--- src/hdl/asfdmx_pkg.sv ---
`default_nettype none
package asfdmx_pkg;

  // Largest packet size that the packet position counter can track.
  localparam logic [15:0] MAX_PACKET_BYTES = 16'hFFFF;

  // Reset values of the configuration registers.
  localparam logic [15:0] PACKET_BYTES_RESET  = 16'd4096;
  localparam logic [6:0]  WANTED_STREAM_RESET = 7'd1;

  // Configuration register indexes.
  localparam logic [7:0] REG_PACKET_BYTES  = 8'd0;
  localparam logic [7:0] REG_WANTED_STREAM = 8'd1;

  // Result kinds.
  localparam logic [1:0] KIND_DATA      = 2'd0;
  localparam logic [1:0] KIND_CLOSED    = 2'd1;
  localparam logic [1:0] KIND_MALFORMED = 2'd2;

  // Number of time and duration bytes in the packet header.
  localparam logic [3:0] TIME_BYTES = 4'd6;

  typedef enum logic [4:0] {
    PH_EC     = 5'd0,
    PH_ECSKIP = 5'd1,
    PH_LTF    = 5'd2,
    PH_PROP   = 5'd3,
    PH_PKTLEN = 5'd4,
    PH_SEQ    = 5'd5,
    PH_PAD    = 5'd6,
    PH_TIME   = 5'd7,
    PH_PFLAGS = 5'd8,
    PH_STREAM = 5'd9,
    PH_MON    = 5'd10,
    PH_OFF    = 5'd11,
    PH_REPLEN = 5'd12,
    PH_REPL   = 5'd13,
    PH_PLEN   = 5'd14,
    PH_DATA   = 5'd15,
    PH_SKIP   = 5'd16
  } phase_t;

  // Byte count of a variable-width field from its two-bit length type.
  function automatic logic [3:0] type_width(input logic [1:0] t);
    logic [3:0] w;
    case (t)
      2'd1: w = 4'd1;
      2'd2: w = 4'd2;
      2'd3: w = 4'd4;
      default: w = 4'd0;
    endcase
    return w;
  endfunction

endpackage
`default_nettype wire

--- src/hdl/asfdmx_if.sv ---
`default_nettype none
// Byte stream channel.
interface asfdmx_stream_if;
  logic       valid;
  logic       ready;
  logic [7:0] stream_byte;
  modport source (output valid, output stream_byte, input ready);
  modport sink (input valid, input stream_byte, output ready);
endinterface

// Result channel.
interface asfdmx_result_if;
  logic       valid;
  logic       ready;
  logic [1:0] kind;
  logic [7:0] payload_byte;
  logic       object_first;
  logic       object_last;
  modport source (output valid, output kind, output payload_byte, output object_first,
                  output object_last, input ready);
  modport sink (input valid, input kind, input payload_byte, input object_first,
                input object_last, output ready);
endinterface

// Configuration write channel.
interface asfdmx_cfg_if;
  logic        valid;
  logic        ready;
  logic [7:0]  index;
  logic [15:0] data;
  modport source (output valid, output index, output data, input ready);
  modport sink (input valid, input index, input data, output ready);
endinterface
`default_nettype wire

--- src/hdl/asf_packet_payload_demux_core.sv ---
`default_nettype none
// ASF data packet payload demultiplexer. Bytes of the packet stream enter on
// the stream channel, one request per byte, and the block takes one byte in
// every clock cycle unless the result register is full and not being taken;
// a byte waits in the input register, and its result, if any, is loaded into
// the result register when the byte is processed. The whole parse step for a
// byte (field accumulation, the chain of absent header fields, the payload
// length check against the packet end and the media object bookkeeping) is
// done combinationally between those two registers, and that step sets the
// rate. Each byte gives at most one result: a payload byte of the wanted
// stream (kind 0, with object_first and object_last marking media object
// boundaries), an early close marker when a new object starts while one
// holding data is open (kind 1), or a malformed packet marker (kind 2), after
// which the rest of that packet is skipped. Packets have the fixed size held
// in packet_bytes. There is no clearing pass after reset. Configuration
// writes are always taken and should be made only while no byte is in flight.
module asf_packet_payload_demux_core
  import asfdmx_pkg::*;
(
  input  wire logic clk,
  input  wire logic rst,
  asfdmx_stream_if.sink   stream,
  asfdmx_result_if.source result,
  asfdmx_cfg_if.sink      cfg
);

  // Configuration registers.
  logic [15:0] packet_bytes;
  logic [6:0]  wanted_stream;

  // Input register.
  logic        s_valid;
  logic [7:0]  s_byte;
  logic        fire;

  // Parse state.
  phase_t      parse_phase, parse_phase_next;
  logic [15:0] packet_pos, packet_pos_next;
  logic [7:0]  length_flags, length_flags_next;
  logic [7:0]  property_bits, property_bits_next;
  logic [31:0] field_accum, field_accum_next;
  logic [3:0]  field_bytes_left, field_bytes_left_next;
  logic [1:0]  field_idx, field_idx_next;
  logic [5:0]  payloads_left, payloads_left_next;
  logic [1:0]  plen_type, plen_type_next;
  logic [31:0] padding_len, padding_len_next;
  logic [31:0] repl_left, repl_left_next;
  logic [31:0] repl_total, repl_total_next;
  logic [31:0] repl_size, repl_size_next;
  logic [15:0] payload_left, payload_left_next;
  logic [31:0] object_size, object_size_next;
  logic [31:0] object_count, object_count_next;
  logic        object_open, object_open_next;
  logic        object_has_data, object_has_data_next;
  logic        payload_selected, payload_selected_next;
  logic [6:0]  pay_stream, pay_stream_next;
  logic        pay_off_zero, pay_off_zero_next;

  // Result of the current step.
  logic        r_have;
  logic [1:0]  r_kind;
  logic [7:0]  r_byte;
  logic        r_first;
  logic        r_last;

  // Header chain control: each flag means "enter this phase now".
  logic        e_pktlen, e_seq, e_pad;
  logic        e_mon, e_off, e_replen, e_repl, d_repl, e_plen;
  logic        rdy, rdy_multi, nxt;
  logic [31:0] rdy_len;
  logic [16:0] cur_pos;
  logic        overrun;
  logic [15:0] len16;
  logic [3:0]  w;
  logic [31:0] repl_k;

  // Result register.
  logic        o_valid;
  logic [1:0]  o_kind;
  logic [7:0]  o_byte;
  logic        o_first;
  logic        o_last;

  // A byte is processed when the result register is free or being emptied.
  assign fire = s_valid && (!o_valid || result.ready);
  assign stream.ready = !s_valid || fire;
  assign cfg.ready = 1'b1;

  assign result.valid        = o_valid;
  assign result.kind         = o_kind;
  assign result.payload_byte = o_byte;
  assign result.object_first = o_first;
  assign result.object_last  = o_last;

  always_ff @(posedge clk) begin
    if (rst) begin
      packet_bytes  <= PACKET_BYTES_RESET;
      wanted_stream <= WANTED_STREAM_RESET;
    end else if (cfg.valid) begin
      if (cfg.index == REG_PACKET_BYTES) begin
        packet_bytes <= (cfg.data > MAX_PACKET_BYTES) ? MAX_PACKET_BYTES : cfg.data;
      end else if (cfg.index == REG_WANTED_STREAM) begin
        wanted_stream <= cfg.data[6:0];
      end
    end
  end

  always_ff @(posedge clk) begin
    if (rst) begin
      s_valid <= 1'b0;
    end else if (stream.ready) begin
      s_valid <= stream.valid;
    end
  end

  always_ff @(posedge clk) begin
    if (stream.valid && stream.ready) begin
      s_byte <= stream.stream_byte;
    end
  end

  // Parse step for the byte in the input register.
  always_comb begin
    parse_phase_next      = parse_phase;
    packet_pos_next       = packet_pos;
    length_flags_next     = length_flags;
    property_bits_next    = property_bits;
    field_accum_next      = field_accum;
    field_bytes_left_next = field_bytes_left;
    field_idx_next        = field_idx;
    payloads_left_next    = payloads_left;
    plen_type_next        = plen_type;
    padding_len_next      = padding_len;
    repl_left_next        = repl_left;
    repl_total_next       = repl_total;
    repl_size_next        = repl_size;
    payload_left_next     = payload_left;
    object_size_next      = object_size;
    object_count_next     = object_count;
    object_open_next      = object_open;
    object_has_data_next  = object_has_data;
    payload_selected_next = payload_selected;
    pay_stream_next       = pay_stream;
    pay_off_zero_next     = pay_off_zero;
    r_have  = 1'b0;
    r_kind  = KIND_DATA;
    r_byte  = 8'd0;
    r_first = 1'b0;
    r_last  = 1'b0;
    e_pktlen  = 1'b0;
    e_seq     = 1'b0;
    e_pad     = 1'b0;
    e_mon     = 1'b0;
    e_off     = 1'b0;
    e_replen  = 1'b0;
    e_repl    = 1'b0;
    d_repl    = 1'b0;
    e_plen    = 1'b0;
    rdy       = 1'b0;
    rdy_multi = 1'b0;
    rdy_len   = 32'd0;
    nxt       = 1'b0;
    cur_pos   = {1'b0, packet_pos} + 17'd1;
    overrun   = 1'b0;
    len16     = 16'd0;
    w         = 4'd0;
    repl_k    = repl_total - repl_left;

    case (parse_phase)
      PH_EC: begin
        if (s_byte[7]) begin
          // An error-correction block of the given length comes first.
          field_bytes_left_next = s_byte[3:0];
          parse_phase_next = (s_byte[3:0] == 4'd0) ? PH_LTF : PH_ECSKIP;
        end else begin
          length_flags_next = s_byte;
          parse_phase_next = PH_PROP;
        end
      end
      PH_ECSKIP: begin
        field_bytes_left_next = field_bytes_left - 4'd1;
        if (field_bytes_left_next == 4'd0) begin
          parse_phase_next = PH_LTF;
        end
      end
      PH_LTF: begin
        length_flags_next = s_byte;
        parse_phase_next = PH_PROP;
      end
      PH_PROP: begin
        property_bits_next = s_byte;
        e_pktlen = 1'b1;
      end
      PH_PKTLEN, PH_SEQ, PH_PAD, PH_MON, PH_OFF, PH_REPLEN, PH_PLEN: begin
        // Little-endian accumulation of a variable-width field.
        field_accum_next = field_accum | (32'(s_byte) << {field_idx, 3'b000});
        field_idx_next = field_idx + 2'd1;
        field_bytes_left_next = field_bytes_left - 4'd1;
        if (field_bytes_left_next == 4'd0) begin
          case (parse_phase)
            PH_PKTLEN: e_seq = 1'b1;
            PH_SEQ: e_pad = 1'b1;
            PH_PAD: begin
              padding_len_next = field_accum_next;
              field_bytes_left_next = TIME_BYTES;
              parse_phase_next = PH_TIME;
            end
            PH_MON: e_off = 1'b1;
            PH_OFF: begin
              pay_off_zero_next = (field_accum_next == 32'd0);
              e_replen = 1'b1;
            end
            PH_REPLEN: begin
              repl_total_next = field_accum_next;
              repl_left_next = field_accum_next;
              repl_size_next = 32'd0;
              e_repl = 1'b1;
            end
            default: begin
              rdy = 1'b1;
              rdy_multi = 1'b1;
              rdy_len = field_accum_next;
            end
          endcase
        end
      end
      PH_TIME: begin
        field_bytes_left_next = field_bytes_left - 4'd1;
        if (field_bytes_left_next == 4'd0) begin
          if (length_flags[0]) begin
            parse_phase_next = PH_PFLAGS;
          end else begin
            payloads_left_next = 6'd1;
            parse_phase_next = PH_STREAM;
          end
        end
      end
      PH_PFLAGS: begin
        payloads_left_next = s_byte[5:0];
        plen_type_next = s_byte[7:6];
        parse_phase_next = (s_byte[5:0] != 6'd0) ? PH_STREAM : PH_SKIP;
      end
      PH_STREAM: begin
        pay_stream_next = s_byte[6:0];
        e_mon = 1'b1;
      end
      PH_REPL: begin
        // Only the first four replicated bytes carry the object size.
        if (repl_k < 32'd4) begin
          repl_size_next = repl_size | (32'(s_byte) << {repl_k[1:0], 3'b000});
        end
        repl_left_next = repl_left - 32'd1;
        if (repl_left_next == 32'd0) begin
          d_repl = 1'b1;
        end
      end
      PH_DATA: begin
        payload_left_next = payload_left - 16'd1;
        if (payload_selected) begin
          r_have  = 1'b1;
          r_kind  = KIND_DATA;
          r_byte  = s_byte;
          r_first = !object_has_data;
          object_has_data_next = 1'b1;
          if (object_count != 32'hFFFF_FFFF) begin
            object_count_next = object_count + 32'd1;
          end
          if (payload_left_next == 16'd0 && object_count_next >= object_size &&
              object_size != 32'd0) begin
            r_last = 1'b1;
            object_open_next = 1'b0;
            object_has_data_next = 1'b0;
          end
        end
        if (payload_left_next == 16'd0) begin
          nxt = 1'b1;
        end
      end
      default: begin
      end
    endcase

    // Packet header fields that are absent are passed over in the same cycle.
    if (e_pktlen) begin
      w = type_width(length_flags[6:5]);
      if (w != 4'd0) begin
        parse_phase_next = PH_PKTLEN;
        field_bytes_left_next = w;
        field_accum_next = 32'd0;
        field_idx_next = 2'd0;
      end else begin
        e_seq = 1'b1;
      end
    end
    if (e_seq) begin
      w = type_width(length_flags[2:1]);
      if (w != 4'd0) begin
        parse_phase_next = PH_SEQ;
        field_bytes_left_next = w;
        field_accum_next = 32'd0;
        field_idx_next = 2'd0;
      end else begin
        e_pad = 1'b1;
      end
    end
    if (e_pad) begin
      w = type_width(length_flags[4:3]);
      if (w != 4'd0) begin
        parse_phase_next = PH_PAD;
        field_bytes_left_next = w;
        field_accum_next = 32'd0;
        field_idx_next = 2'd0;
      end else begin
        padding_len_next = 32'd0;
        field_bytes_left_next = TIME_BYTES;
        parse_phase_next = PH_TIME;
      end
    end

    // Payload header fields, likewise.
    if (e_mon) begin
      w = type_width(property_bits[5:4]);
      if (w != 4'd0) begin
        parse_phase_next = PH_MON;
        field_bytes_left_next = w;
        field_accum_next = 32'd0;
        field_idx_next = 2'd0;
      end else begin
        e_off = 1'b1;
      end
    end
    if (e_off) begin
      w = type_width(property_bits[3:2]);
      if (w != 4'd0) begin
        parse_phase_next = PH_OFF;
        field_bytes_left_next = w;
        field_accum_next = 32'd0;
        field_idx_next = 2'd0;
      end else begin
        pay_off_zero_next = 1'b1;
        e_replen = 1'b1;
      end
    end
    if (e_replen) begin
      w = type_width(property_bits[1:0]);
      if (w != 4'd0) begin
        parse_phase_next = PH_REPLEN;
        field_bytes_left_next = w;
        field_accum_next = 32'd0;
        field_idx_next = 2'd0;
      end else begin
        repl_total_next = 32'd0;
        repl_left_next = 32'd0;
        repl_size_next = 32'd0;
        e_repl = 1'b1;
      end
    end
    if (e_repl) begin
      if (repl_left_next != 32'd0) begin
        parse_phase_next = PH_REPL;
      end else begin
        d_repl = 1'b1;
      end
    end
    if (d_repl) begin
      if (repl_total_next < 32'd8) begin
        repl_size_next = 32'd0;
      end
      if (length_flags[0]) begin
        e_plen = 1'b1;
      end else begin
        rdy = 1'b1;
      end
    end
    if (e_plen) begin
      w = type_width(plen_type_next);
      if (w != 4'd0) begin
        parse_phase_next = PH_PLEN;
        field_bytes_left_next = w;
        field_accum_next = 32'd0;
        field_idx_next = 2'd0;
      end else begin
        rdy = 1'b1;
        rdy_multi = 1'b1;
      end
    end

    // Payload header complete: check the length against the packet end and
    // open a media object where the payload starts one.
    if (rdy) begin
      if (rdy_multi) begin
        overrun = ({1'b0, rdy_len} + 33'(cur_pos)) > 33'(packet_bytes);
        len16 = rdy_len[15:0];
      end else begin
        overrun = ({1'b0, padding_len_next} + 33'(cur_pos)) > 33'(packet_bytes);
        len16 = packet_bytes - padding_len_next[15:0] - cur_pos[15:0];
      end
      if (overrun) begin
        r_have = 1'b1;
        r_kind = KIND_MALFORMED;
        parse_phase_next = PH_SKIP;
      end else begin
        payload_left_next = len16;
        payload_selected_next = (pay_stream_next == wanted_stream) &&
                                (repl_total_next != 32'd1);
        if (payload_selected_next) begin
          if (pay_off_zero_next) begin
            if (object_open && object_has_data) begin
              r_have = 1'b1;
              r_kind = KIND_CLOSED;
            end
            object_size_next = (repl_size_next != 32'd0) ? repl_size_next : 32'(len16);
            object_count_next = 32'd0;
            object_open_next = 1'b1;
            object_has_data_next = 1'b0;
          end else if (!object_open) begin
            // A fragment with no open object is an orphan.
            payload_selected_next = 1'b0;
          end
        end
        if (len16 == 16'd0) begin
          nxt = 1'b1;
        end else begin
          parse_phase_next = PH_DATA;
        end
      end
    end

    if (nxt) begin
      if (payloads_left_next != 6'd0) begin
        payloads_left_next = payloads_left_next - 6'd1;
      end
      parse_phase_next = (payloads_left_next != 6'd0) ? PH_STREAM : PH_SKIP;
    end

    // Packet boundary. A payload header cut short by the packet end is malformed.
    packet_pos_next = packet_pos + 16'd1;
    if (packet_pos_next == 16'd0 || packet_pos_next >= packet_bytes) begin
      if (!r_have && (parse_phase_next == PH_MON || parse_phase_next == PH_OFF ||
                      parse_phase_next == PH_REPLEN || parse_phase_next == PH_REPL ||
                      parse_phase_next == PH_PLEN)) begin
        r_have = 1'b1;
        r_kind = KIND_MALFORMED;
      end
      packet_pos_next = 16'd0;
      parse_phase_next = PH_EC;
    end
  end

  always_ff @(posedge clk) begin
    if (rst) begin
      parse_phase      <= PH_EC;
      packet_pos       <= 16'd0;
      length_flags     <= 8'd0;
      property_bits    <= 8'd0;
      field_accum      <= 32'd0;
      field_bytes_left <= 4'd0;
      field_idx        <= 2'd0;
      payloads_left    <= 6'd0;
      plen_type        <= 2'd0;
      padding_len      <= 32'd0;
      repl_left        <= 32'd0;
      repl_total       <= 32'd0;
      repl_size        <= 32'd0;
      payload_left     <= 16'd0;
      object_size      <= 32'd0;
      object_count     <= 32'd0;
      object_open      <= 1'b0;
      object_has_data  <= 1'b0;
      payload_selected <= 1'b0;
      pay_stream       <= 7'd0;
      pay_off_zero     <= 1'b0;
    end else if (fire) begin
      parse_phase      <= parse_phase_next;
      packet_pos       <= packet_pos_next;
      length_flags     <= length_flags_next;
      property_bits    <= property_bits_next;
      field_accum      <= field_accum_next;
      field_bytes_left <= field_bytes_left_next;
      field_idx        <= field_idx_next;
      payloads_left    <= payloads_left_next;
      plen_type        <= plen_type_next;
      padding_len      <= padding_len_next;
      repl_left        <= repl_left_next;
      repl_total       <= repl_total_next;
      repl_size        <= repl_size_next;
      payload_left     <= payload_left_next;
      object_size      <= object_size_next;
      object_count     <= object_count_next;
      object_open      <= object_open_next;
      object_has_data  <= object_has_data_next;
      payload_selected <= payload_selected_next;
      pay_stream       <= pay_stream_next;
      pay_off_zero     <= pay_off_zero_next;
    end
  end

  // Result register: loaded by every processed byte, emptied when taken.
  always_ff @(posedge clk) begin
    if (rst) begin
      o_valid <= 1'b0;
    end else if (fire) begin
      o_valid <= r_have;
    end else if (result.ready) begin
      o_valid <= 1'b0;
    end
  end

  always_ff @(posedge clk) begin
    if (fire) begin
      o_kind  <= r_kind;
      o_byte  <= r_byte;
      o_first <= r_first;
      o_last  <= r_last;
    end
  end

  // A new packet always starts at position zero.
  a_ec_at_start: assert property (@(posedge clk) disable iff (rst)
    parse_phase == PH_EC |-> packet_pos == 16'd0)
    else $error("packet header phase away from packet start");

  // The data phase is only held while payload bytes remain.
  a_data_left: assert property (@(posedge clk) disable iff (rst)
    parse_phase == PH_DATA |-> payload_left != 16'd0)
    else $error("data phase with no payload bytes left");

  // Skipping error-correction bytes always has bytes to skip.
  a_ecskip_left: assert property (@(posedge clk) disable iff (rst)
    parse_phase == PH_ECSKIP |-> field_bytes_left != 4'd0)
    else $error("error-correction skip with nothing to skip");

  // Data is only ever counted into an open object.
  a_data_open: assert property (@(posedge clk) disable iff (rst)
    object_has_data |-> object_open)
    else $error("object holds data but is not open");

  // Markers carry no object boundary flags.
  a_marker_flags: assert property (@(posedge clk) disable iff (rst)
    (fire && r_have && r_kind != KIND_DATA) |=> (!o_first && !o_last && o_valid))
    else $error("marker result with object flags set");

endmodule
`default_nettype wire

--- src/flat_wrapper.sv ---
// flat-port wrapper written by rule: the top's interface ports become plain ports
module asf_packet_payload_demux_core_flat import asfdmx_pkg::*;
  (clk, rst, stream_valid, stream_stream_byte, stream_ready, result_valid, result_kind, result_payload_byte, result_object_first, result_object_last, result_ready, cfg_valid, cfg_index, cfg_data, cfg_ready);
  asfdmx_stream_if stream_i ();
  asfdmx_result_if result_i ();
  asfdmx_cfg_if cfg_i ();
  input  wire logic clk;
  input  wire logic rst;
  input wire logic [$bits(stream_i.valid)-1:0] stream_valid;
  input wire logic [$bits(stream_i.stream_byte)-1:0] stream_stream_byte;
  output wire logic [$bits(stream_i.ready)-1:0] stream_ready;
  output wire logic [$bits(result_i.valid)-1:0] result_valid;
  output wire logic [$bits(result_i.kind)-1:0] result_kind;
  output wire logic [$bits(result_i.payload_byte)-1:0] result_payload_byte;
  output wire logic [$bits(result_i.object_first)-1:0] result_object_first;
  output wire logic [$bits(result_i.object_last)-1:0] result_object_last;
  input wire logic [$bits(result_i.ready)-1:0] result_ready;
  input wire logic [$bits(cfg_i.valid)-1:0] cfg_valid;
  input wire logic [$bits(cfg_i.index)-1:0] cfg_index;
  input wire logic [$bits(cfg_i.data)-1:0] cfg_data;
  output wire logic [$bits(cfg_i.ready)-1:0] cfg_ready;
  assign stream_i.valid = stream_valid;
  assign stream_i.stream_byte = stream_stream_byte;
  assign stream_ready = stream_i.ready;
  assign result_valid = result_i.valid;
  assign result_kind = result_i.kind;
  assign result_payload_byte = result_i.payload_byte;
  assign result_object_first = result_i.object_first;
  assign result_object_last = result_i.object_last;
  assign result_i.ready = result_ready;
  assign cfg_i.valid = cfg_valid;
  assign cfg_i.index = cfg_index;
  assign cfg_i.data = cfg_data;
  assign cfg_ready = cfg_i.ready;
  asf_packet_payload_demux_core u_core (.clk(clk), .rst(rst), .stream(stream_i), .result(result_i), .cfg(cfg_i));
endmodule
--- config.mk ---
export PLATFORM = sky130hd
export DESIGN_NAME = asf_packet_payload_demux_core_flat
export DESIGN_NICKNAME = d
export VERILOG_FILES = /design/src/hdl/asfdmx_pkg.sv /design/src/hdl/asfdmx_if.sv /design/src/hdl/asf_packet_payload_demux_core.sv /design/src/flat_wrapper.sv
export SDC_FILE = /design/constraint.sdc
export NUM_CORES = 2
export LEC_CHECK = 0
export ABC_AREA = 1
export BUFFER_PORTS_ARGS = -buffer_cell sky130_fd_sc_hd__buf_4
export CELL_PAD_IN_SITES_DETAIL_PLACEMENT = 1
export CELL_PAD_IN_SITES_GLOBAL_PLACEMENT = 2
export CORE_UTILIZATION = 25
export DETAILED_ROUTE_END_ITERATION = 8
export PLACE_DENSITY_LB_ADDON = 0.1
export SETUP_SLACK_MARGIN = 0.15
export SYNTH_ARGS = -nofsm -noshare
export SYNTH_HDL_FRONTEND = slang
export SYNTH_SLANG_ARGS = --single-unit
--- constraint.sdc ---
create_clock -name clk -period 8.3 [get_ports clk]
set_input_delay 0.415 -clock clk [delete_from_list [all_inputs] [get_ports clk]]
set_output_delay 0.415 -clock clk [all_outputs]
set_load 0.1 [all_outputs]
==> load_flow_metrics.sql <==
INSERT INTO impl_metrics (metric_group, metric, value, unit) VALUES
('hold_path', 'worst_hold_path_type', 'input port to flip-flop', ''),
('critical_path', 'regToRegStartpoint', 'u_core.field_bytes_left[0]', ''),
('routing', 'via_to_cell_ratio', '4.970', ''),
('routing', 'vias', '30500', ''),
('clocking', 'cts-root-to-sink-buffers', '3', ''),
('synthesis', 'synth.cell_area', '28850', 'µm²'),
('synthesis', 'synth-edff-count', '20', ''),
('clocking', 'cts.repair_timing.setup_buffer_count', '0', ''),
('floorplanning', 'floorplan.die_area', '116800', 'µm²'),
('synthesis', 'yosys_warnings', '0', ''),
('outcome', 'outcome', 'completed', ''),
('routing', 'first_pass_iteration_count_of_the_detailed_router', '5', ''),
('floorplanning', 'die_w', '341.7', 'µm'),
('synthesis', 'register_bit_total_from_synthesis', '344', ''),
('critical_path', 'cell_repeated_most_along_the_worst_path', 'nand2_1', ''),
('sta', 'worst_margin_slew', '1.133', 'ns'),
('hold_path', 'min_from', 'cfg_data[3]', ''),
('finish', 'layout-area-overhead-vs-synth', '12.93', '%'),
('power_and_ir_drop', 'p_per_area', '161.4', 'nW/µm²'),
('finish', 'nets', '4812', ''),
('routing', 'detail_route.wirelength', '130.5', 'mm'),
('clocking', 'htree_levels', '2', ''),
('critical_path', 'path_max_fanout', '64', ''),
('power_and_ir_drop', 'power_leakage', '14.19', 'nW'),
('critical_path', 'timing.critical_path.arrival', '7.74', 'ns'),
('run', 'max-cap-violations', '0', ''),
('clocking', 'clock-root-buffer', 'clkbuf_16', ''),
('finish', 'layout-drive-gt1-share', '5.775', '%'),
('synthesis', 'synthArstFlopShare', '0', '%'),
('sta', 'clock.fmax', '139.5', 'MHz'),
('critical_path', 'rr_worst_depth', '44', ''),
('critical_path', 'critical_path.slowest_cell', 'buf_4', ''),
('synthesis', 'netlist_top_cells_area', 'dfxtp_1 (22%), nand2_1 (14%), ha_1 (7.6%), a21oi_1 (7.3%), o21ai_0 (7.3%)', ''),
('sta', 'final.period_utilization', '86.36', '%'),
('routing', 'drt_iter0_drc', '1636', ''),
('sta', 'worst_slew_margin_rel', '24.40', '%'),
('global_route', 'first_pass_grt_wire_length', '199.1', 'mm'),
('synthesis', 'synth.net_count', '4841', ''),
('clocking', 'cts_made_buffers', '50', ''),
('finish', 'finish.utilization', '28.49', '%'),
('routing', 'wl_per_cell', '21.27', 'µm'),
('placement', 'pre_cts_ws', '1.172', 'ns'),
('floorplanning', 'die_h', '341.7', 'µm'),
('floorplanning', 'core.rowCount', '124', ''),
('sta', 'fin_hold_ws', '0.05708', 'ns'),
('floorplanning', 'core', '114300', 'µm²'),
('critical_path', 'timing_worst_setup_path_type', 'flip-flop to flip-flop', ''),
('critical_path', 'cpPeakStageDelay', '0.46', 'ns'),
('clocking', 'clk_latency', '0.65', 'ns'),
('sta', 'grt_setup_unrepaired', 'no', ''),
('hold_path', 'hold-path-cell-count', '3', ''),
('clocking', 'cts_tree', 'yes', ''),
('floorplanning', 'starting_density', '25.23', '%'),
('global_route', 'grt.total_usage', '22.18', '%'),
('routing', 'detail-route-antenna-nets', '0', ''),
('synthesis', 'yosysUniqueCellTypes', '63', ''),
('sta', 'hold_viol_final', '0', ''),
('critical_path', 'critical_path_required', '8.88', 'ns'),
('global_route', 'antenna_found_initial', '4', ''),
('global_route', 'grt_max_degree', '144', ''),
('finish', 'layout.cells.most_common', 'nand2_1', ''),
('power_and_ir_drop', 'totalPowerFinal', '5.257', 'mW'),
('sta', 'post-route-worst-setup-slack', '1.132', 'ns'),
('placement', 'io_buffers', '50', ''),
('sta', 'final_period_minus_worst_setup_slack', '7.168', 'ns'),
('global_route', 'grt_pass1_vias', '31110', ''),
('placement', 'detailed_place_hpwl', '100.2', 'mm'),
('power_and_ir_drop', 'irDropWorstVdd', '0.1450', 'mV'),
('sta', 'finalClockSkew', '0.02798', 'ns'),
('critical_path', 'worst_setup_path_end_kind', 'flip-flop', ''),
('global_route', 'grt_remaining_overflow', '0', '');
==> power by group <==
part / total (mW) / switching [mW] / internal [mW]
combinational: 1.20 / 0.835 / 0.365
sequential: 1.80 / 0.0688 / 1.73
clock: 2.26 / 0.930 / 1.33
total: 5.26 / 1.83 / 3.42
==> cells by family (layout without fill, tap and decap cells) <==
logic type,count (synthesis),count (layout),share of synthesized area [%]
adders and majority gates,192,192,8.770
and+or+nand+nor,2047,2047,29.94
buffers and inverters,757,768,10.29
DFF,344,344,24.57
other,1,2,0.01300
xor gates and xnor gates,145,145,4.402
AOI/OAI and AO/OA,1126,1126,22.02
==> Yosys cell counts (3+ instances only) <==
cell type / instances
a21o_1: 13
nand4_1: 78
nor4_1: 36
clkinv_1: 4
nand2_2: 13
o2111ai_1: 34
a21oi_1: 423
nor3_1: 46
inv_2: 10
o211ai_1: 103
a21boi_0: 6
o21ai_0: 419
a31oi_1: 26
xnor2_1: 32
ha_1: 175
fa_1: 17
nand3_1: 291
nor2_1: 489
nand3_2: 3
o21bai_1: 10
buf_2: 37
nor2_2: 9
inv_1: 532
o31ai_1: 24
xor2_1: 113
a211oi_1: 11
clkbuf_1: 147
nor2_4: 4
and2_1: 3
buf_1: 11
dfxtp_1: 324
o221ai_1: 6
buf_4: 9
o22ai_1: 12
nand2_1: 1045
a221oi_1: 4
buf_6: 6
and3_1: 3
o21ai_1: 12
or2_2: 9
o21a_1: 12
edfxtp_1: 20
nand3b_1: 6
==> stage by stage <==
step	instance area [µm²]	cells
after detailed placement	30800	6033
after global routing	32580	6135
after CTS	32580	6135
final	32580	6136
after global placement	30800	6033
after floorplan	28850	4612
==> worst max-delay path, delay by kind of cell, from the launching register on <==
kind                       cells  cell delay [ns]
AOI/OAI and AO/OA              5             1.14
xor gates and xnor gates       1             0.17
adders and majority gates      3             0.86
buffers and inverters          6             1.15
DFF                            1             0.40
and+or+nand+nor               29             3.30
==> how the worst max path moves through the flow <==
stage                                     startpoint                     end  slack (ns)  depth (start not counted)
after floorplan           u_core.field_bytes_left[0]  u_core.object_size[14]        2.43                         50
after global placement    u_core.field_bytes_left[0]  u_core.object_size[29]        1.35                         44
after detailed placement  u_core.field_bytes_left[0]   u_core.object_size[2]        1.17                         44
after CTS                 u_core.field_bytes_left[0]   u_core.object_size[2]        1.10                         44
after global routing      u_core.field_bytes_left[0]   u_core.object_size[4]        0.33                         45
final                     u_core.field_bytes_left[0]  u_core.object_size[31]        1.13                         44
==> metal layers <==
metal	wire, µm	GRT usage, %	part of all wire [%]
met5	0	0	0
met3	3401	2.372	2.6
met2	61430	37.66	47
met4	2094	3.970	1.6
met1	63610	30.32	49
==> cell type report <==
| cell class | count | area [µm²] |
|---|---|---|
| fillers | 14480 | 81770 |
| diodes | 1 | 2.502 |
| clock buffers | 77 | 1495 |
| multi-input cells | 3511 | 18840 |
| inverters | 547 | 2068 |
| clock inverters | 15 | 176.4 |
| well taps | 1512 | 1892 |
| repair buffers | 129 | 1018 |
| flip-flops and latches | 344 | 7087 |
==> registers in the layout, indices dropped and copies added (netlist names), 6 cells and up <==
signal / cells
u_core.repl_left: 32
u_core.packet_bytes: 16
u_core.field_accum: 32
u_core.payload_left: 16
u_core.packet_pos: 16
u_core.object_size: 32
u_core.object_count: 32
u_core.length_flags: 7
u_core.padding_len: 32
u_core.repl_size: 32
u_core.payloads_left: 6
u_core.s_byte: 8
u_core.property_bits: 6
u_core.pay_stream: 7
u_core.result.payload_byte: 8
u_core.wanted_stream: 7
u_core.repl_total: 32
==> what timing repair did <==
action                                  in CTS  in global routing
hold endpoints to repair                    10                  0
endpoints found under the setup margin       0                  0
hold buffers                                10                  0
Power figures use the tool's default switching activity.
